===== config.mk =====
export PLATFORM = sky130hd
export DESIGN_NAME = hwps_queue
export DESIGN_NICKNAME = d
export VERILOG_FILES = /design/src/hw/rtl/hwps_pkg.sv /design/src/hw/rtl/hwps_queue.sv
export VERILOG_INCLUDE_DIRS = /design/src /design/src/hw/rtl
export SDC_FILE = /design/constraint.sdc
export NUM_CORES = 1
export LEC_CHECK = 0
export BUFFER_PORTS_ARGS = -buffer_cell sky130_fd_sc_hd__buf_2
export CORE_AREA = 2 2 127 129
export CTS_CLUSTER_SIZE = 30
export DETAILED_ROUTE_END_ITERATION = 6
export DIE_AREA = 0 0 129 131
export GPL_TIMING_DRIVEN = 0
export PLACE_DENSITY = 0.84
export SLEW_MARGIN = 20
export SYNTH_ARGS = -nofsm -noshare
export SYNTH_HDL_FRONTEND = slang
export SYNTH_SLANG_ARGS = --single-unit

===== constraint.sdc =====
create_clock -name clk_i -period 6.3 [get_ports clk_i]
set_clock_uncertainty 0.05 [all_clocks]
set_input_delay 1.26 -clock clk_i [delete_from_list [all_inputs] [get_ports clk_i]]
set_output_delay 1.26 -clock clk_i [all_outputs]
set_load 0.03 [all_outputs]

===== src/hw/rtl/hub_weighted_pair_score_assert.svh =====
// ----------------------------------------------------------------------------
// Hub weighted pair score assertion macros
// Concurrent assertion wrappers shared by the queue and back end; empty for synthesis.
// ----------------------------------------------------------------------------
`ifndef HUB_WEIGHTED_PAIR_SCORE_ASSERT_SVH
`define HUB_WEIGHTED_PAIR_SCORE_ASSERT_SVH
`ifndef SYNTH
// Property that must hold at every clock edge outside reset.
`define HWPS_ASSERT(lbl, clk, rst_n, prop) \
  lbl: assert property (@(posedge clk) disable iff (!rst_n) (prop)) \
    else $error("hwps assertion failed");
// Same-cycle implication.
`define HWPS_ASSERT_IMP(lbl, clk, rst_n, ante, cons) \
  lbl: assert property (@(posedge clk) disable iff (!rst_n) (ante) |-> (cons)) \
    else $error("hwps implication failed");
// Next-cycle implication.
`define HWPS_ASSERT_NXT(lbl, clk, rst_n, ante, cons) \
  lbl: assert property (@(posedge clk) disable iff (!rst_n) (ante) |=> (cons)) \
    else $error("hwps next-cycle implication failed");
`else
`define HWPS_ASSERT(lbl, clk, rst_n, prop)
`define HWPS_ASSERT_IMP(lbl, clk, rst_n, ante, cons)
`define HWPS_ASSERT_NXT(lbl, clk, rst_n, ante, cons)
`endif
`endif


===== src/hw/rtl/hwps_pkg.sv =====
// ----------------------------------------------------------------------------
// Hub weighted pair score package
// Shared widths, codes and transfer types of the pair score block.
// ----------------------------------------------------------------------------
`timescale 1ns / 1ps

package hwps_pkg;

  // Field widths.
  localparam int unsigned COORD_W  = 16;
  localparam int unsigned SLOT_W   = 7;
  localparam int unsigned COUNT_W  = 8;
  localparam int unsigned SCORE_W  = 48;
  localparam int unsigned WEIGHT_W = 40;
  localparam int unsigned GVAL_W   = 17;
  localparam int unsigned SQ_W     = 32;
  localparam int unsigned DIST_W   = 33;
  localparam int unsigned RSQ_W    = 32;
  localparam int unsigned DIV_W    = 63;

  // Mode codes of an input item.
  localparam logic MODE_LOAD  = 1'b0;
  localparam logic MODE_QUERY = 1'b1;

  // Squared hub radius floor (2^-12 in units of 2^-32).
  localparam logic [RSQ_W-1:0] RSQ_FLOOR = 32'h0010_0000;
  // Upper part of the weight dividend 2^79, seen before the quotient bits.
  localparam logic [DIV_W-1:0] DIV_REM_INIT = 63'h0000_0080_0000_0000;
  localparam logic [5:0]       DIV_LAST     = 6'd39;

  localparam logic [SCORE_W-1:0] SCORE_MAX = {SCORE_W{1'b1}};

  typedef enum logic {
    OP_LOAD,
    OP_QUERY
  } cmd_op_e;

  typedef struct packed {
    logic                      mode;
    logic signed [COORD_W-1:0] node_a_x;
    logic signed [COORD_W-1:0] node_a_y;
    logic signed [COORD_W-1:0] node_b_x;
    logic signed [COORD_W-1:0] node_b_y;
    logic [SLOT_W-1:0]         hub_slot;
    logic signed [COORD_W-1:0] hub_x_value;
    logic signed [COORD_W-1:0] hub_y_value;
  } in_item_t;

  typedef struct packed {
    logic [SCORE_W-1:0] score;
    logic               saturated;
  } out_item_t;

  // Classified command passed from the front end to the back end.
  typedef struct packed {
    cmd_op_e                   op;
    logic [SLOT_W-1:0]         slot;
    logic signed [COORD_W-1:0] hub_x;
    logic signed [COORD_W-1:0] hub_y;
    logic signed [COORD_W-1:0] a_x;
    logic signed [COORD_W-1:0] a_y;
    logic signed [COORD_W-1:0] b_x;
    logic signed [COORD_W-1:0] b_y;
  } cmd_t;

  // Weight unit request and response.
  typedef struct packed {
    logic                      start;
    logic signed [COORD_W-1:0] x;
    logic signed [COORD_W-1:0] y;
  } wreq_t;

  typedef struct packed {
    logic                done;
    logic [WEIGHT_W-1:0] weight;
  } wrsp_t;

endpackage


===== src/hw/rtl/hwps_queue.sv =====
// ----------------------------------------------------------------------------
// Hub weighted pair score command queue
// Two-entry FIFO that decouples the front end from the back end.
// ----------------------------------------------------------------------------
`timescale 1ns / 1ps
`include "hub_weighted_pair_score_assert.svh"

module hwps_queue (
  input  logic          clk_i,
  input  logic          rst_ni,
  input  logic          push_i,
  input  hwps_pkg::cmd_t push_data_i,
  output logic          full_o,
  input  logic          pop_i,
  output logic          empty_o,
  output hwps_pkg::cmd_t head_o
);

  localparam int unsigned DEPTH = 2;

  hwps_pkg::cmd_t mem_q [DEPTH];
  logic       wr_ptr_q, wr_ptr_d;
  logic       rd_ptr_q, rd_ptr_d;
  logic [1:0] cnt_q, cnt_d;

  // Pointer and fill count update.
  always_comb begin
    wr_ptr_d = push_i ? ~wr_ptr_q : wr_ptr_q;
    rd_ptr_d = pop_i ? ~rd_ptr_q : rd_ptr_q;
    cnt_d    = cnt_q;
    if (push_i && !pop_i) begin
      cnt_d = cnt_q + 2'd1;
    end else if (pop_i && !push_i) begin
      cnt_d = cnt_q - 2'd1;
    end
  end

  always_ff @(posedge clk_i or negedge rst_ni) begin
    if (!rst_ni) begin
      wr_ptr_q <= 1'b0;
      rd_ptr_q <= 1'b0;
      cnt_q    <= 2'd0;
    end else begin
      wr_ptr_q <= wr_ptr_d;
      rd_ptr_q <= rd_ptr_d;
      cnt_q    <= cnt_d;
    end
  end

  // Entry storage.
  always_ff @(posedge clk_i) begin
    if (push_i) begin
      mem_q[wr_ptr_q] <= push_data_i;
    end
  end

  assign full_o  = (cnt_q == 2'(DEPTH));
  assign empty_o = (cnt_q == 2'd0);
  assign head_o  = mem_q[rd_ptr_q];

  `HWPS_ASSERT(a_cnt_bound, clk_i, rst_ni, cnt_q <= 2'(DEPTH))
  `HWPS_ASSERT_IMP(a_pop_nonempty, clk_i, rst_ni, pop_i, cnt_q != 2'd0)
  `HWPS_ASSERT_IMP(a_push_room, clk_i, rst_ni, push_i, cnt_q != 2'(DEPTH))
  `HWPS_ASSERT_NXT(a_push_grows, clk_i, rst_ni, push_i && !pop_i,
                   cnt_q == $past(cnt_q) + 2'd1)

endmodule


# Word-level counts from Yosys, hierarchy flattened
# Memory sizes are Yosys's and may differ from the RTL's.
# Index checks and enable logic that the tools add are counted.
# op_classes
bitwise	2
eq_ne	1
addsub	2
reduce_logical	6
n_mux	4
# op_table
operator	count
two-way mux 2 bit	2
adder 2 x 1 -> 2 bit, second input constant	1
== test 2 bit, second input constant	1
logical AND 1 bit	2
zero test 1 bit	2
zero test 2 bit	1
two-way mux 1 bit	2
NOT 1 bit	2
nonzero test 2 bit	1
subtractor 2 x 1 -> 2 bit, second input constant	1
# word_totals
memories	1
elab_cells	19
ram_bits	208
input_bits	108
register_bits	4
output_inout_bits	106
# memory_table
memory	depth	width	rd	rd_clocked_by_memory_dff	write_ports	line	text
mem_q	2	104	1	0	1	hwps_queue.sv:21	hwps_pkg::cmd_t mem_q [DEPTH];

# Longest topological paths before layout
# logic_depth
word_depth	4
mapped_depth	5

# Least setup slack after synthesis
# No wires, ideal clock.
# synth_path
path_type	input-to-reg
startpoint	in push_i
endpoint	mem mem_q[0][0] in the netlist's numbering, enable pin
arrival_time_ns	5.783
setup_slack_ns	-0.113
required_time_ns	5.670
stages	1
cell_sequence	nor2b_1
# synth_between
elab_chain_cells	2
# synth_lines
element	line	text
start: declaration	hwps_queue.sv:11	input logic push_i,
two-way mux 1 bit	hwps_queue.sv:52	if (push_i) begin
two-way mux 1 bit (not written as such)	hwps_queue.sv:53	mem_q[wr_ptr_q] <= push_data_i;
end: declaration	hwps_queue.sv:21	
# Every way passes these cells.

==> flow_summary.yaml <==
pwr:
  peakVddDrop_v: 0.000351
  power_frac_comb_pct: 37.2
  p_leak_nw: 3.99
  p_sw_w: 0.00169
  p_seq_share_pct: 38.3
  pwr_density_cell_mw_per_mm2: 499
  switching_share_pct: 33.5
  report.power.total_w: 0.00506
  internal_power_w: 0.00337
  p_clk_share_pct: 24.5
synthesis:
  ys_types: 15
  synth_edf_count: 208
  yosys.area.top_type_share_pct: 78.6
  syn-num-nets: 449
  avgSynthCellArea_sq_um: 23.4
  synthesis.area_sq_mm: 0.00794
  ys_seq_elements: 212
  synth_commonest_cells: "208 x edfxtp_1, 54 x mux2_2, 50 x mux2_4"
  yosysTopAreaCell: "edfxtp_1"
  synth.top_cells.by_area: "edfxtp_1 79%, mux2_4 9.5%, mux2_2 7.7%"
  yosysSeqAreaShare_pct: 79.9
  yosysWarnings: 0
  yosysMostFrequentCell: "edfxtp_1"
  synth_cells: 340
  synthArstFlopShare_pct: 1.89
  synth-main-ff-cell: "edfxtp_1"
drt:
  vias: 3955
  drt_iter0_drc: 255
  firstDrtPassIters: 4
  post_drt_via_cell_ratio: 4.85
  drtAntennaViolNets: 0
  totalWireLength_um: 14000
  wl_per_cell_um: 17.1
  drc_errors: 0
sta:
  finalMaxSlewViolations: 0
  fin_crit_sh_pct: 49.4
  fin_crit_ns: 3.11
  fmax_ghz: 0.321
  setup_viol: 0
  tns_ns: 0
  tightestPinTransition_ns: 0.487
  finalHoldViolCount: 0
  rsz0062_at_grt: "no"
  relSlewSlack_pct: 67.5
job:
  max_cap_violations: 0
floorplanning:
  ios: 214
  dieArea_sq_mm: 0.0169
  num_rows: 46
  fp.dieH_um: 131
  initial_core_util_pct: 50.9
  die_w_um: 129
  core_region_area_sq_mm: 0.0156
global_route:
  gr-total-overflow: 0
  grt_max_degree: 40
  antenna_found_initial: 2
  track_usage_pct: 15.9
  grt_pass1_vias: 4162
  grt_pass1_wl_um: 20800
worst_setup_path:
  critPathLaunch: "rd_ptr_q$_DFFE_PN0P_"
  worstRegToRegCells: 3
  worstSetupStartpointType: "flip-flop"
  endpoint_kind: "output pin"
  required_ns: 4.99
  cp-endpoint: "head_o[70]"
  r2r_slack_ns: 4.46
  r2r_start: "wr_ptr_q$_DFFE_PN0P_"
  critical_path_class: "flip-flop to output pin"
  crit_fanout: 10
  r2r-end: "mem_q[1][42]$_DFFE_PP_"
  cp.arrival_ns: 1.80
final_layout:
  drive_gt1_share_pct: 61.4
  fillers: 1089
  multi_input_area_sq_mm: 0.00145
  nets: 692
  regArea_sq_mm: 0.00635
  syn_to_final_growth_pct: 27.6
clock_tree:
  cts_tree: "yes"
  numCtsBuffers: 22
  post_cts_resize_count: 0
  cts_root_buf: "clkbuf_16"
  clkLatencyLatePin_ns: 0.48
  cts_max_level: 1
  clock-sinks: 212
  clkTransAtPathRegs_ns: 0.06
  cts_setup_buffers: 0
  ctsHoldBuffers: 0
  clock_path_buffers: 3
hold_path:
  hold_class: "flip-flop to flip-flop"
placement:
  io_buffers: 213
  hpwl_um: 9700
  globalplace.congestion: 0.706
outcome:
  status: "complete, no violations"
state kept, by name, indices dropped and copies added, names as in the netlist:
name / count
rd_ptr_q: 1
cnt_q: 2
mem_q: 208
wr_ptr_q: 1
worst min-delay path by stage:
| stage | from | to | slack [ns] | depth (start not counted) |
|---|---|---|---|---|
| 2_1_floorplan | cnt_q[1]$_DFFE_PN0P_ | cnt_q[1]$_DFFE_PN0P_ | 0.41 | 1 |
| 3_3_place_gp | cnt_q[1]$_DFFE_PN0P_ | cnt_q[1]$_DFFE_PN0P_ | 0.43 | 1 |
| 3_5_place_dp | cnt_q[1]$_DFFE_PN0P_ | cnt_q[1]$_DFFE_PN0P_ | 0.43 | 1 |
| 4_1_cts | cnt_q[1]$_DFFE_PN0P_ | cnt_q[1]$_DFFE_PN0P_ | 0.45 | 1 |
| 5_1_grt | cnt_q[1]$_DFFE_PN0P_ | cnt_q[1]$_DFFE_PN0P_ | 0.47 | 1 |
| 6_report | cnt_q[1]$_DFFE_PN0P_ | cnt_q[1]$_DFFE_PN0P_ | 0.45 | 1 |
cell usage in the layout, fill, tap and decap left out, drive strengths merged, types with 2 or more instances in the layout:
| master | Yosys | routed |
|---|---|---|
| nor2 | 2 | 2 |
| mux2 | 104 | 104 |
| dfrtp | 4 | 4 |
| edfxtp | 208 | 208 |
| buf | 12 | 231 |
| clkbuf | 0 | 30 |
| clkinv | 0 | 6 |
| bufinv | 0 | 2 |
| xor2 | 4 | 4 |
| clkinvlp | 0 | 2 |
| nor2b | 2 | 2 |
worst max-delay path, cell delays in order (launching register included):
cell	delay, ns
dfrtp_1	0.33
buf_6	0.13
buf_8	0.19
buf_12	0.17
mux2_4	0.30
buf_2	0.18
power groups by stage:
| stage | registers (W) | logic, W | clock network (W) |
|---|---|---|---|
| 2_1_floorplan | 0.00197 | 0.00141 | 0 |
| 3_3_place_gp | 0.00200 | 0.00182 | 0 |
| 3_5_place_dp | 0.00197 | 0.00190 | 0 |
| 4_1_cts | 0.00194 | 0.00191 | 0.00127 |
| 5_1_grt | 0.00196 | 0.00199 | 0.00132 |
| 6_report | 0.00194 | 0.00188 | 0.00124 |
per-layer routing:
metal | up-vias | part of all wire, % | GRT usage [%]
met5 | - | 0.086 | 0
met4 | 2 | 1.9 | 4.54
met3 | 27 | 7.7 | 4.89
met2 | 163 | 52 | 28.6
met1 | 1924 | 38 | 18.5
li1 | 1839 | - | -
cell families after synthesis:
family	synth area share, %
muxes	17.1
xor gates and xnor gates	0.551
and+or+nand+nor	0.331
adders and majority gates	0.158
buffers and inverters	1.95
DFF	79.9
final cells by class:
cell class / instances / area share [%]
Clock buffer: 30 / 5.94
Antenna cell: 1 / 0.0247
Sequential cell: 212 / 62.6
Clock inverter: 10 / 1.05
Multi-Input combinational cell: 115 / 14.3
Buffer: 12 / 1.49
Tap cell: 216 / 2.67
Inverter: 1 / 0.0370
Timing Repair Buffer: 219 / 11.9
metrics by stage:
step	instance area, sq um	std cells	worst slack (ns)	util (%)	hold WS [ns]
floorplan	7950	340	1.84	-	0.406
global placement	9280	769	0.467	59.5	0.427
detailed placement	9420	775	3.48	60.4	0.430
CTS	10100	815	3.15	65.0	0.446
global route	10100	816	3.11	65.0	0.469
finish	10100	816	3.19	65.0	0.446
No activity file was read; power rests on OpenSTA's default activity.
